`src/rtl/mouse_report_to_pointer_events_unit_macros.svh`:
```
// Assertion macros shared by the pointer event unit RTL.
// Depends on nothing; included by the modules that carry assertions.
`ifndef MOUSE_REPORT_TO_POINTER_EVENTS_UNIT_MACROS_SVH
`define MOUSE_REPORT_TO_POINTER_EVENTS_UNIT_MACROS_SVH

`ifndef SYNTHESIS
`define MRPE_ASSERT(lbl, clk, rst_n, cond) \
    lbl: assert property (@(posedge clk) disable iff (!rst_n) (cond)) \
        else $error("mrpe assertion failed");
`define MRPE_ASSERT_IMP(lbl, clk, rst_n, ante, cons) \
    lbl: assert property (@(posedge clk) disable iff (!rst_n) (ante) |-> (cons)) \
        else $error("mrpe implication failed");
`define MRPE_ASSERT_NXT(lbl, clk, rst_n, ante, cons) \
    lbl: assert property (@(posedge clk) disable iff (!rst_n) (ante) |=> (cons)) \
        else $error("mrpe next-cycle check failed");
`else
`define MRPE_ASSERT(lbl, clk, rst_n, cond)
`define MRPE_ASSERT_IMP(lbl, clk, rst_n, ante, cons)
`define MRPE_ASSERT_NXT(lbl, clk, rst_n, ante, cons)
`endif

`endif

```
`src/rtl/mrpe_pkg.sv`:
```
// Types and constants of the pointer event unit.
// Depends on nothing; used by every module of the block.
`timescale 1ns / 1ps

package mrpe_pkg;

    localparam int COORD_W    = 10;
    localparam int SIZE_W     = 11;
    localparam int CFG_INDEX_W = 2;

    localparam logic [CFG_INDEX_W-1:0] CFG_SCREEN_WIDTH  = 2'd0;
    localparam logic [CFG_INDEX_W-1:0] CFG_SCREEN_HEIGHT = 2'd1;

    localparam logic [COORD_W-1:0] RESET_LIM_X = 10'd319;
    localparam logic [COORD_W-1:0] RESET_LIM_Y = 10'd239;
    localparam logic [COORD_W-1:0] COORD_LIM   = 10'd1023;
    localparam logic [SIZE_W-1:0]  SIZE_MAX    = 11'd1024;

    localparam logic TARGET_CLICK = 1'b0;
    localparam logic TARGET_PAD   = 1'b1;

    localparam logic [1:0] CODE_CLICK = 2'd0;
    localparam logic [1:0] CODE_DRAG  = 2'd1;
    localparam logic [1:0] CODE_MOVE  = 2'd2;

    // event kinds, in emission order
    localparam int KIND_COUNT = 7;
    localparam int KIND_W     = 3;
    localparam logic [KIND_W-1:0] KIND_DRAG_START = 3'd0;
    localparam logic [KIND_W-1:0] KIND_MOVE_DOWN  = 3'd1;
    localparam logic [KIND_W-1:0] KIND_MOVE_UP    = 3'd2;
    localparam logic [KIND_W-1:0] KIND_CLICK_DOWN = 3'd3;
    localparam logic [KIND_W-1:0] KIND_CLICK_UP   = 3'd4;
    localparam logic [KIND_W-1:0] KIND_DRAG_UP    = 3'd5;
    localparam logic [KIND_W-1:0] KIND_DRAG_DOWN  = 3'd6;

    typedef struct packed {
        logic [7:0]        button_byte;
        logic signed [7:0] move_x;
        logic signed [7:0] move_y;
        logic              cancelled;
    } report_t;

    typedef struct packed {
        logic               event_target;
        logic [1:0]         event_code;
        logic               key_up;
        logic               extra_flag;
        logic [COORD_W-1:0] pointer_x;
        logic [COORD_W-1:0] pointer_y;
        logic               button_held;
        logic               last;
    } event_t;

    typedef struct packed {
        logic [KIND_COUNT-1:0] kinds;
        logic                  held;
        logic [COORD_W-1:0]    cur_x;
        logic [COORD_W-1:0]    cur_y;
        logic [COORD_W-1:0]    press_x;
        logic [COORD_W-1:0]    press_y;
    } plan_t;

    typedef struct packed {
        logic full;
        logic empty;
    } q_status_t;

endpackage

```
`src/rtl/mouse_report_to_pointer_events_unit.sv`:
```
// Top level of the pointer event unit: front end, plan queue, event sequencer.
// Depends on mrpe_pkg, mrpe_front, mrpe_fifo and mrpe_back.
`timescale 1ns / 1ps

// Turns boot-protocol mouse reports into click and pad events. A report is
// accepted in any cycle in which the plan queue (QUEUE_DEPTH entries) has room;
// the cursor, press position and drag state update at that edge. Each report
// yields zero to four events, one per cycle through a single output register
// while m_ready does not stall it; the next plan loads as the current one's
// last event leaves. Cancelled reports and reports with no movement and no
// button edge produce nothing. The user must write screen sizes through the
// cfg port (index 0 width, 1 height) only while idle; the block does not
// enforce it. cfg_ready is always high.
module mouse_report_to_pointer_events_unit #(
    parameter int QUEUE_DEPTH = 4
) (
    input  logic                              aclk,
    input  logic                              aresetn,
    input  logic                              cfg_valid,
    output logic                              cfg_ready,
    input  logic [mrpe_pkg::CFG_INDEX_W-1:0]  cfg_index,
    input  logic [mrpe_pkg::SIZE_W-1:0]       cfg_data,
    input  logic                              s_valid,
    output logic                              s_ready,
    input  mrpe_pkg::report_t                 s_data,
    output logic                              m_valid,
    input  logic                              m_ready,
    output mrpe_pkg::event_t                  m_data
);

    logic                push, pop, s_accept;
    mrpe_pkg::plan_t     plan, q_head;
    mrpe_pkg::q_status_t q_status;

    assign cfg_ready = 1'b1;
    assign s_ready   = ~q_status.full;
    assign s_accept  = s_valid & s_ready;

    mrpe_front u_front (
        .aclk      (aclk),
        .aresetn   (aresetn),
        .cfg_valid (cfg_valid),
        .cfg_index (cfg_index),
        .cfg_data  (cfg_data),
        .s_accept  (s_accept),
        .s_data    (s_data),
        .push      (push),
        .plan      (plan)
    );

    mrpe_fifo #(
        .DEPTH (QUEUE_DEPTH)
    ) u_fifo (
        .aclk    (aclk),
        .aresetn (aresetn),
        .push    (push),
        .wr_data (plan),
        .pop     (pop),
        .rd_data (q_head),
        .status  (q_status)
    );

    mrpe_back u_back (
        .aclk     (aclk),
        .aresetn  (aresetn),
        .q_status (q_status),
        .q_head   (q_head),
        .pop      (pop),
        .m_valid  (m_valid),
        .m_ready  (m_ready),
        .m_data   (m_data)
    );

endmodule

```
`src/rtl/mrpe_front.sv`:
```
// Front end: configuration, cursor and button state, event planning.
// Depends on mrpe_pkg; feeds plans to the queue.
`timescale 1ns / 1ps
`include "mouse_report_to_pointer_events_unit_macros.svh"

module mrpe_front (
    input  logic                               aclk,
    input  logic                               aresetn,
    input  logic                               cfg_valid,
    input  logic [mrpe_pkg::CFG_INDEX_W-1:0]   cfg_index,
    input  logic [mrpe_pkg::SIZE_W-1:0]        cfg_data,
    input  logic                               s_accept,
    input  mrpe_pkg::report_t                  s_data,
    output logic                               push,
    output mrpe_pkg::plan_t                    plan
);

    logic [mrpe_pkg::COORD_W-1:0] lim_x_reg, lim_x_next;
    logic [mrpe_pkg::COORD_W-1:0] lim_y_reg, lim_y_next;
    logic [mrpe_pkg::COORD_W-1:0] cur_x_reg, cur_x_next;
    logic [mrpe_pkg::COORD_W-1:0] cur_y_reg, cur_y_next;
    logic [mrpe_pkg::COORD_W-1:0] press_x_reg, press_x_next;
    logic [mrpe_pkg::COORD_W-1:0] press_y_reg, press_y_next;
    logic                         prev_reg, prev_next;
    logic                         drag_reg, drag_next;

    logic                         pressed, moving, rise, fall, drag_start, drag_mid;
    logic [mrpe_pkg::COORD_W-1:0] step_x, step_y, new_x, new_y;

    function automatic logic [mrpe_pkg::COORD_W-1:0] limit_of(
        input logic [mrpe_pkg::SIZE_W-1:0] size);
        logic [mrpe_pkg::SIZE_W-1:0] dec;
        begin
            dec = size - 11'd1;
            if (size == '0) begin
                limit_of = '0;
            end else if (size > mrpe_pkg::SIZE_MAX) begin
                limit_of = mrpe_pkg::COORD_LIM;
            end else begin
                limit_of = dec[mrpe_pkg::COORD_W-1:0];
            end
        end
    endfunction

    // half the displacement, truncated toward zero, then clamp
    function automatic logic [mrpe_pkg::COORD_W-1:0] axis_step(
        input logic [mrpe_pkg::COORD_W-1:0] pos,
        input logic [7:0]                   delta,
        input logic [mrpe_pkg::COORD_W-1:0] lim);
        logic [8:0]  sum9;
        logic [8:0]  half;
        logic [11:0] p;
        begin
            sum9 = {delta[7], delta} + {8'b0, delta[7]};
            half = {sum9[8], sum9[8:1]};
            p    = {2'b00, pos} + {{3{half[8]}}, half};
            if (p[11]) begin
                axis_step = '0;
            end else if (p[10:0] > {1'b0, lim}) begin
                axis_step = lim;
            end else begin
                axis_step = p[mrpe_pkg::COORD_W-1:0];
            end
        end
    endfunction

    always_comb begin
        lim_x_next = lim_x_reg;
        lim_y_next = lim_y_reg;
        if (cfg_valid) begin
            unique case (cfg_index)
                mrpe_pkg::CFG_SCREEN_WIDTH:  lim_x_next = limit_of(cfg_data);
                mrpe_pkg::CFG_SCREEN_HEIGHT: lim_y_next = limit_of(cfg_data);
                default: ;
            endcase
        end
    end

    always_comb begin
        pressed    = |s_data.button_byte;
        moving     = (|s_data.move_x) | (|s_data.move_y);
        rise       = pressed & ~prev_reg;
        fall       = ~pressed & prev_reg;
        step_x     = axis_step(cur_x_reg, s_data.move_x, lim_x_reg);
        step_y     = axis_step(cur_y_reg, s_data.move_y, lim_y_reg);
        new_x      = moving ? step_x : cur_x_reg;
        new_y      = moving ? step_y : cur_y_reg;
        drag_start = moving & pressed & ~drag_reg;
        drag_mid   = drag_reg | drag_start;

        plan.kinds = '0;
        plan.kinds[mrpe_pkg::KIND_DRAG_START] = drag_start;
        plan.kinds[mrpe_pkg::KIND_MOVE_DOWN]  = moving;
        plan.kinds[mrpe_pkg::KIND_MOVE_UP]    = moving;
        plan.kinds[mrpe_pkg::KIND_CLICK_DOWN] = fall & ~drag_mid;
        plan.kinds[mrpe_pkg::KIND_CLICK_UP]   = fall & ~drag_mid;
        plan.kinds[mrpe_pkg::KIND_DRAG_UP]    = fall & drag_mid;
        plan.kinds[mrpe_pkg::KIND_DRAG_DOWN]  = fall & drag_mid;
        plan.held    = pressed;
        plan.cur_x   = new_x;
        plan.cur_y   = new_y;
        plan.press_x = press_x_reg;
        plan.press_y = press_y_reg;

        push = s_accept & ~s_data.cancelled & (|plan.kinds);

        cur_x_next   = cur_x_reg;
        cur_y_next   = cur_y_reg;
        press_x_next = press_x_reg;
        press_y_next = press_y_reg;
        prev_next    = prev_reg;
        drag_next    = drag_reg;
        if (s_accept && !s_data.cancelled) begin
            cur_x_next = new_x;
            cur_y_next = new_y;
            if (rise) begin
                press_x_next = new_x;
                press_y_next = new_y;
            end
            prev_next = pressed;
            drag_next = drag_mid & ~fall;
        end
    end

    always_ff @(posedge aclk) begin
        if (!aresetn) begin
            lim_x_reg   <= mrpe_pkg::RESET_LIM_X;
            lim_y_reg   <= mrpe_pkg::RESET_LIM_Y;
            cur_x_reg   <= '0;
            cur_y_reg   <= '0;
            press_x_reg <= '0;
            press_y_reg <= '0;
            prev_reg    <= 1'b0;
            drag_reg    <= 1'b0;
        end else begin
            lim_x_reg   <= lim_x_next;
            lim_y_reg   <= lim_y_next;
            cur_x_reg   <= cur_x_next;
            cur_y_reg   <= cur_y_next;
            press_x_reg <= press_x_next;
            press_y_reg <= press_y_next;
            prev_reg    <= prev_next;
            drag_reg    <= drag_next;
        end
    end

    `MRPE_ASSERT_IMP(a_drag_needs_press, aclk, aresetn, drag_reg, prev_reg)

endmodule

```
`src/rtl/mrpe_fifo.sv`:
```
// Short plan queue between the front end and the event sequencer.
// Depends on mrpe_pkg for the plan type.
`timescale 1ns / 1ps
`include "mouse_report_to_pointer_events_unit_macros.svh"

module mrpe_fifo #(
    parameter int DEPTH = 4
) (
    input  logic                 aclk,
    input  logic                 aresetn,
    input  logic                 push,
    input  mrpe_pkg::plan_t      wr_data,
    input  logic                 pop,
    output mrpe_pkg::plan_t      rd_data,
    output mrpe_pkg::q_status_t  status
);

    localparam int PTR_W = $clog2(DEPTH);
    localparam int CNT_W = $clog2(DEPTH + 1);
    localparam logic [PTR_W-1:0] PTR_LAST = PTR_W'(DEPTH - 1);
    localparam logic [CNT_W-1:0] CNT_FULL = CNT_W'(DEPTH);

    mrpe_pkg::plan_t  mem_reg [DEPTH];
    logic [PTR_W-1:0] wr_ptr_reg, wr_ptr_next;
    logic [PTR_W-1:0] rd_ptr_reg, rd_ptr_next;
    logic [CNT_W-1:0] count_reg, count_next;

    always_comb begin
        status.full  = (count_reg == CNT_FULL);
        status.empty = (count_reg == '0);
        rd_data      = mem_reg[rd_ptr_reg];

        wr_ptr_next = wr_ptr_reg;
        rd_ptr_next = rd_ptr_reg;
        count_next  = count_reg;
        if (push) begin
            wr_ptr_next = (wr_ptr_reg == PTR_LAST) ? '0 : wr_ptr_reg + 1'b1;
        end
        if (pop) begin
            rd_ptr_next = (rd_ptr_reg == PTR_LAST) ? '0 : rd_ptr_reg + 1'b1;
        end
        if (push && !pop) begin
            count_next = count_reg + 1'b1;
        end else if (pop && !push) begin
            count_next = count_reg - 1'b1;
        end
    end

    always_ff @(posedge aclk) begin
        if (push) begin
            mem_reg[wr_ptr_reg] <= wr_data;
        end
    end

    always_ff @(posedge aclk) begin
        if (!aresetn) begin
            wr_ptr_reg <= '0;
            rd_ptr_reg <= '0;
            count_reg  <= '0;
        end else begin
            wr_ptr_reg <= wr_ptr_next;
            rd_ptr_reg <= rd_ptr_next;
            count_reg  <= count_next;
        end
    end

    `MRPE_ASSERT(a_no_overflow, aclk, aresetn, !(push && status.full && !pop))
    `MRPE_ASSERT(a_no_underflow, aclk, aresetn, !(pop && status.empty))

endmodule

```
`src/rtl/mrpe_back.sv`:
```
// Event sequencer: expands each queued plan into pointer events.
// Depends on mrpe_pkg; drains the plan queue, drives the result channel.
`timescale 1ns / 1ps
`include "mouse_report_to_pointer_events_unit_macros.svh"

module mrpe_back (
    input  logic                 aclk,
    input  logic                 aresetn,
    input  mrpe_pkg::q_status_t  q_status,
    input  mrpe_pkg::plan_t      q_head,
    output logic                 pop,
    output logic                 m_valid,
    input  logic                 m_ready,
    output mrpe_pkg::event_t     m_data
);

    mrpe_pkg::plan_t          work_reg, work_next;
    logic                     m_valid_reg, m_valid_next;
    mrpe_pkg::event_t         m_data_reg, m_data_next;

    logic                          busy, out_free, emit;
    logic [mrpe_pkg::KIND_COUNT-1:0] lowest, rest;
    logic [mrpe_pkg::KIND_W-1:0]     kind;
    mrpe_pkg::event_t              ev;

    always_comb begin
        busy     = |work_reg.kinds;
        out_free = ~m_valid_reg | m_ready;
        emit     = busy & out_free;
        lowest   = work_reg.kinds & (~work_reg.kinds + 1'b1);
        rest     = work_reg.kinds & ~lowest;

        kind = '0;
        for (int i = mrpe_pkg::KIND_COUNT - 1; i >= 0; i--) begin
            if (work_reg.kinds[i]) begin
                kind = mrpe_pkg::KIND_W'(i);
            end
        end

        ev.event_target = mrpe_pkg::TARGET_CLICK;
        ev.event_code   = mrpe_pkg::CODE_CLICK;
        ev.key_up       = 1'b0;
        ev.extra_flag   = 1'b1;
        ev.pointer_x    = work_reg.cur_x;
        ev.pointer_y    = work_reg.cur_y;
        ev.button_held  = 1'b1;
        ev.last         = ~(|rest);
        unique case (kind)
            mrpe_pkg::KIND_DRAG_START: begin
                ev.event_code = mrpe_pkg::CODE_DRAG;
                ev.pointer_x  = work_reg.press_x;
                ev.pointer_y  = work_reg.press_y;
            end
            mrpe_pkg::KIND_MOVE_DOWN: begin
                ev.event_target = mrpe_pkg::TARGET_PAD;
                ev.event_code   = mrpe_pkg::CODE_MOVE;
                ev.extra_flag   = 1'b0;
                ev.button_held  = work_reg.held;
            end
            mrpe_pkg::KIND_MOVE_UP: begin
                ev.event_target = mrpe_pkg::TARGET_PAD;
                ev.event_code   = mrpe_pkg::CODE_MOVE;
                ev.key_up       = 1'b1;
                ev.button_held  = work_reg.held;
            end
            mrpe_pkg::KIND_CLICK_DOWN: ;
            mrpe_pkg::KIND_CLICK_UP: begin
                ev.key_up = 1'b1;
            end
            mrpe_pkg::KIND_DRAG_UP: begin
                ev.event_code = mrpe_pkg::CODE_DRAG;
                ev.key_up     = 1'b1;
            end
            mrpe_pkg::KIND_DRAG_DOWN: begin
                ev.event_code = mrpe_pkg::CODE_DRAG;
            end
            default: ;
        endcase

        pop = ~q_status.empty & (~busy | (emit & ~(|rest)));

        work_next = work_reg;
        if (emit) begin
            work_next.kinds = rest;
        end
        if (pop) begin
            work_next = q_head;
        end

        m_valid_next = m_valid_reg;
        m_data_next  = m_data_reg;
        if (emit) begin
            m_valid_next = 1'b1;
            m_data_next  = ev;
        end else if (m_ready) begin
            m_valid_next = 1'b0;
        end

        m_valid = m_valid_reg;
        m_data  = m_data_reg;
    end

    always_ff @(posedge aclk) begin
        m_data_reg <= m_data_next;
    end

    always_ff @(posedge aclk) begin
        if (!aresetn) begin
            m_valid_reg <= 1'b0;
            work_reg    <= '0;
        end else begin
            m_valid_reg <= m_valid_next;
            work_reg    <= work_next;
        end
    end

    `MRPE_ASSERT_NXT(a_idle_loads, aclk, aresetn, !busy && !q_status.empty, busy)
    `MRPE_ASSERT_IMP(a_emit_fills_out, aclk, aresetn, emit, out_free && busy)

endmodule
```
`config.mk`:
```
export PLATFORM = sky130hd
export DESIGN_NAME = mouse_report_to_pointer_events_unit
export DESIGN_NICKNAME = d
export VERILOG_FILES = /design/src/rtl/mrpe_pkg.sv /design/src/rtl/mouse_report_to_pointer_events_unit.sv /design/src/rtl/mrpe_front.sv /design/src/rtl/mrpe_fifo.sv /design/src/rtl/mrpe_back.sv
export VERILOG_INCLUDE_DIRS = /design/src /design/src/rtl
export SDC_FILE = /design/constraint.sdc
export NUM_CORES = 1
export LEC_CHECK = 0
export ABC_AREA = 0
export BUFFER_PORTS_ARGS = -buffer_cell sky130_fd_sc_hd__buf_2
export CAP_MARGIN = 20
export CELL_PAD_IN_SITES_DETAIL_PLACEMENT = 0
export CELL_PAD_IN_SITES_GLOBAL_PLACEMENT = 1
export CORE_UTILIZATION = 30
export CTS_CLUSTER_DIAMETER = 100
export DETAILED_ROUTE_END_ITERATION = 12
export GPL_TIMING_DRIVEN = 0
export HOLD_SLACK_MARGIN = 0.06
export PLACE_DENSITY_LB_ADDON = 0.1
export SLEW_MARGIN = 20
export SYNTH_ARGS = -nofsm -noshare
export SYNTH_HDL_FRONTEND = slang
export SYNTH_SLANG_ARGS = --single-unit
export TNS_END_PERCENT = 100
```
`constraint.sdc`:
```
create_clock -name aclk -period 6.1 [get_ports aclk]
set_input_delay 1.22 -clock aclk [delete_from_list [all_inputs] [get_ports aclk]]
set_output_delay 1.22 -clock aclk [all_outputs]
set_load 0.05 [all_outputs]
```
* Word level (Yosys, flattened, before mapping)
Memory sizes are Yosys's and may differ from the RTL's. A register that Yosys moved wholly into a read port is not among the register bits. Index checks and enable logic that the tools add are counted. W data, S select, Z words.
Cells by class: add/sub/neg operators 10, order comparisons 3, eq/ne operators 9, mux-type cells 32, bitwise logic cells 32, reductions and logical operators 25
Operators by type and width (count):
- $mux W10 | 8
- $mux W48 | 1
- $mux W3 | 9
- $add A11 B8 Y12 | 2
- $reduce_or A8 Y1 | 3
- $gt A11 B10 Y1 | 2
- $mux W20 | 1
- $add A8 B2 Y9 | 2
- $and A7 B7 Y7 | 2
- $not A7 Y7 | 2
- $reduce_or A7 Y1 | 2
- $and A1 B1 Y1 | 13
- $eq A3 B3 Y1 const B | 4
- $gt A11 B11 Y1 const B | 1
- $logic_not A11 Y1 | 1
- $not A1 Y1 | 11
- $sub A10 B1 Y10 const B | 1
- $mux W2 | 4
- $add A7 B1 Y7 const B | 1
- $mux W1 | 7
- $mux W7 | 1
- $logic_not A3 Y1 | 2
- $reduce_and A2 Y1 | 3
- $reduce_bool A2 Y1 | 3
- 15 further kinds | 25
Storage, ports and cells: register bits after elaboration 145, bits in writable memories 192, input port bits 43, output and inout bits 30, logic and storage cells 138, memories kept 1
Memory list:
- u_fifo.mem_reg | words 4, width 48, read ports 1, clocked after Yosys merged registers in 1, write ports 1, line mrpe_fifo.sv:23 | mrpe_pkg::plan_t mem_reg [DEPTH];

* Longest topological paths before layout
depth after elaboration 13, depth in mapped cells 21, mapped depth without buffers 20

* By module
Synthesis repeated with hierarchy kept, for this count alone.
Unflattened totals: cell total of the unflattened synthesis 1178, area total of the unflattened synthesis 15192.1 um^2
By module, submodules not included:
- mrpe_fifo | instances 1, cells an instance 294, area each 7375.8 um^2, sequential area each 5945.7 um^2
- mrpe_front | instances 1, cells an instance 583, area each 4636.9 um^2, sequential area each 1241.2 um^2
- mrpe_back | instances 1, cells an instance 297, area each 3158.0 um^2, sequential area each 1791.7 um^2
- mouse_report_to_pointer_events_unit | instances 1, cells an instance 4, area each 21.3 um^2, sequential area each 0.0 um^2

* Least setup slack after synthesis
Ideal clock, no wire load.
path kind in2reg, start in s_data[1] (netlist bit), end mem u_fifo.mem_reg[0][21] (netlist bit), data pin, setup time 0.288 ns, arrival 4.592 ns, data required time 5.812 ns, slack 1.220 ns, stages 18, cell sequence and2_1 > ha_1 > nand3_1 > o21ai_0 > inv_1 > ha_1 > and2_1 > a22o_1 > nor3_1 > xnor2_1 > ha_1 > a21o_1 > a211oi_1 > o211a_1 > o31ai_1 > buf_4 > mux2i_1 > o21ai_0
RTL lines:
- from (decl) | line mouse_report_to_pointer_events_unit.sv:25 | input mrpe_pkg::report_t s_data,
- to (decl) | line mrpe_fifo.sv:23

==> run summary <==
Remaining Overflow, GRT: 0
Clock Power Share: 0.285
# setup viols final: 0
maxcap violations: 0
max reg flops: 180
startpoint types: primary input
Top Usage Layer GRT: met2
die area: 49500 um2
routed len/inst: 18.5 um
HPWL after detailed placement: 26200 um
DRT Pass-1 Iters: 4
GP Congestion: 0.739
CTS buffer count: 37
RSZ-0062 raised after global routing: no
# hold bufs at CTS: 0
xor and xnor area share after synthesis: 0.0222
Num Clock Sinks: 327
simple-gate share of the synthesized area: 0.101
#FFs+latches synth: 327
largest net degree at the start of global routing: 46
drt drc: 0
Netlist cell types: 65
dpl cells: 1851
total power: 7.39 mW
Clock Latency Late Sink: 540 ps
ant diodes: 0
root buffer cell: clkbuf_16
synthesized area per cell: 12.5 um2
Syn-to-layout area delta: 15.8%
die height: 223 um
Switching Share: 0.341
main combinational cell family by area after synthesis: compound AO/OA/AOI/OAI gates
Reg power frac: 0.400
outcome: complete, no violations
I/O pin cnt: 73
Final Non-Filler Cells: 1914
Int Pwr: 4.87 mW
crit path max fanout: 10
min-delay worst type: flip-flop to flip-flop
Initial DRC Count: 603
cell taking the most area after synthesis: edfxtp_1
Worst EP required: 6290 ps
dominant synthesized flop cell: edfxtp_1
P_leak: 6.19 nW
Seq/Total Area, Yosys: 0.591
Tmin final: 5550 ps
cells after synthesis: 1163
die span in x: 223 um
crit path capture type: flip-flop
Synth Area in Adders: 0.0527
CP Data Arrival Time: 5740 ps
Final period util: 0.910
wire length of the first global-routing pass: 54900 um
Syn Std Cell Area: 14600 um2
PD cells: 437 nW/um2
share of layout cells above drive strength 1: 0.170
f_max: 180 MHz
final net count: 1376
logic gate share of total power: 0.316
CTS tree: yes
input/output buffers: 70
core area: 47800 um2
VDD IR max: 196 uV
top area cells in the synthesized netlist: edfxtp_1 (43%), dfxtp_1 (16%), mux4_2 (6.9%)
Yosys warnings: 0
worst setup margin: 552 ps
Worst slew margin: 0.379
vias in the first global route: 9105
DRT antenna net count: 0
Bufs on Longest Clock Path: 3
global-route met2 utilization: 0.236
Final Hold Fails: 0
count of final max-slew check failures: 0
most numerous cell in the Yosys netlist: edfxtp_1
asr flop ratio synth: 0
mux share of post-synthesis cell area: 0.101
Post-Route WL: 35400 um
Total GRT Usage: 0.147
vias per cell: 4.70
complex-gate fraction of the synthesized area: 0.104
GR Util met3: 0.0274
Synth top area share: 0.426
dpl ws: -26.6 ps
row cnt: 80
Clock transition at path regs: 60 ps
most instantiated cells after synthesis: edfxtp_1 (207), nand2_1 (182), dfxtp_1 (120), o21ai_0 (77), ha_1 (55)
met1 Usage GRT: 0.201
number of synthesized flops with an enable pin: 207
routed via count: 8995
Initial Util: 0.305
Clock Skews: 19.8 ps
initial antenna violation count: 2
Worst-Margin Slew: 931 ps
# resized after CTS: 0
P_sw: 2.52 mW
Post-CTS Setup Inserts: 0
H-Tree Depth: 2
crit path kind: primary input to flip-flop
syn nets: 1264
area by class of cell:
cell class | count | area (um2)
fill | 4759 | 31000
clock inverter | 16 | 150
timing repair buffer | 73 | 410
clock buffer | 47 | 963
tap | 615 | 769
multi-input combinational | 744 | 5580
sequential | 327 | 8620
inverter | 40 | 150
buffer | 52 | 254
worst max-delay path: stages:
cell      delay [ps]
buf_2            110
and2_1           170
ha_1             190
nand3_1          130
o21ai_0          500
inv_1            200
ha_1             410
and2_1           170
a22o_1           220
nor3_1           180
xnor2_1          130
ha_1             330
o21ai_0          100
nand2b_1          80
a21oi_1           60
o31ai_1          450
buf_4            310
mux2i_1          410
o21ai_0          350
power groups by stage:
stage                     Sequential, mW  Clock, mW  Combinational (mW)
final                               2.95       2.10                2.33
after CTS                           2.96       2.18                2.40
after floorplan                     3.29          0                1.41
after global placement              3.01          0                2.39
after detailed placement            3.01          0                2.39
after global routing                3.00       2.26                2.60
per-layer routing:
layer  wire length, um  share of wire
met1             17200           0.48
met2             16300           0.46
met3              1270          0.036
met4               673          0.019
met5                17        0.00048
cell families after synthesis:
logic type,after synthesis
fa+ha+maj,60
buf+inv,92
other cells,1
xor+xnor,37
compound gates,234
flops,327
simple gates,323
mux,89
through the flow:
step	setup TNS, ps	area [um2]	hold WS (ps)	utilization
3_3_place_gp	-249	15700	443	0.328
3_5_place_dp	-106	15800	447	0.330
6_report	0	16900	451	0.353
2_1_floorplan	0	14600	432	-
5_1_grt	0	16900	466	0.353
4_1_cts	0	16900	456	0.353
path summary, 6_finish.rpt:
| kind | from | to | slack [ps] | depth (start not counted) |
|---|---|---|---|---|
| min | u_back.work_reg[38]$_SDFFE_PN0P_ | u_back.work_reg[38]$_SDFFE_PN0P_ | 450 | 2 |
| max | s_data[8] | u_fifo.mem_reg[1][27]$_DFFE_PP_ | 550 | 19 |
| min reg2reg | u_back.work_reg[38]$_SDFFE_PN0P_ | u_back.work_reg[38]$_SDFFE_PN0P_ | 450 | 2 |
| max reg2reg | u_front.cur_y_reg[1]$_SDFFE_PN0P_ | u_fifo.mem_reg[1][27]$_DFFE_PP_ | 1630 | 14 |
layout by cell type, fill, tap and decap left out, drive strengths merged, types with 5 or more instances in the layout:
master | synthesis | layout
edfxtp | 207 | 207
nand2 | 182 | 182
dfxtp | 120 | 120
buf | 17 | 90
clkbuf | 35 | 82
o21ai | 80 | 80
ha | 55 | 55
a21boi | 49 | 49
mux4 | 45 | 45
inv | 40 | 40
nor2 | 36 | 36
a21oi | 30 | 30
mux2i | 23 | 23
xnor2 | 23 | 23
mux2 | 21 | 21
a22oi | 18 | 18
and2 | 17 | 17
nor3 | 16 | 16
o211ai | 15 | 15
nor2b | 14 | 14
xor2 | 14 | 14
clkinv | 0 | 13
nand3 | 11 | 11
or3 | 9 | 9
nor4 | 8 | 8
nand4 | 7 | 7
nand2b | 6 | 6
a21o | 6 | 6
a31oi | 6 | 6
o31ai | 5 | 5
Power figures use the tool's default switching activity.
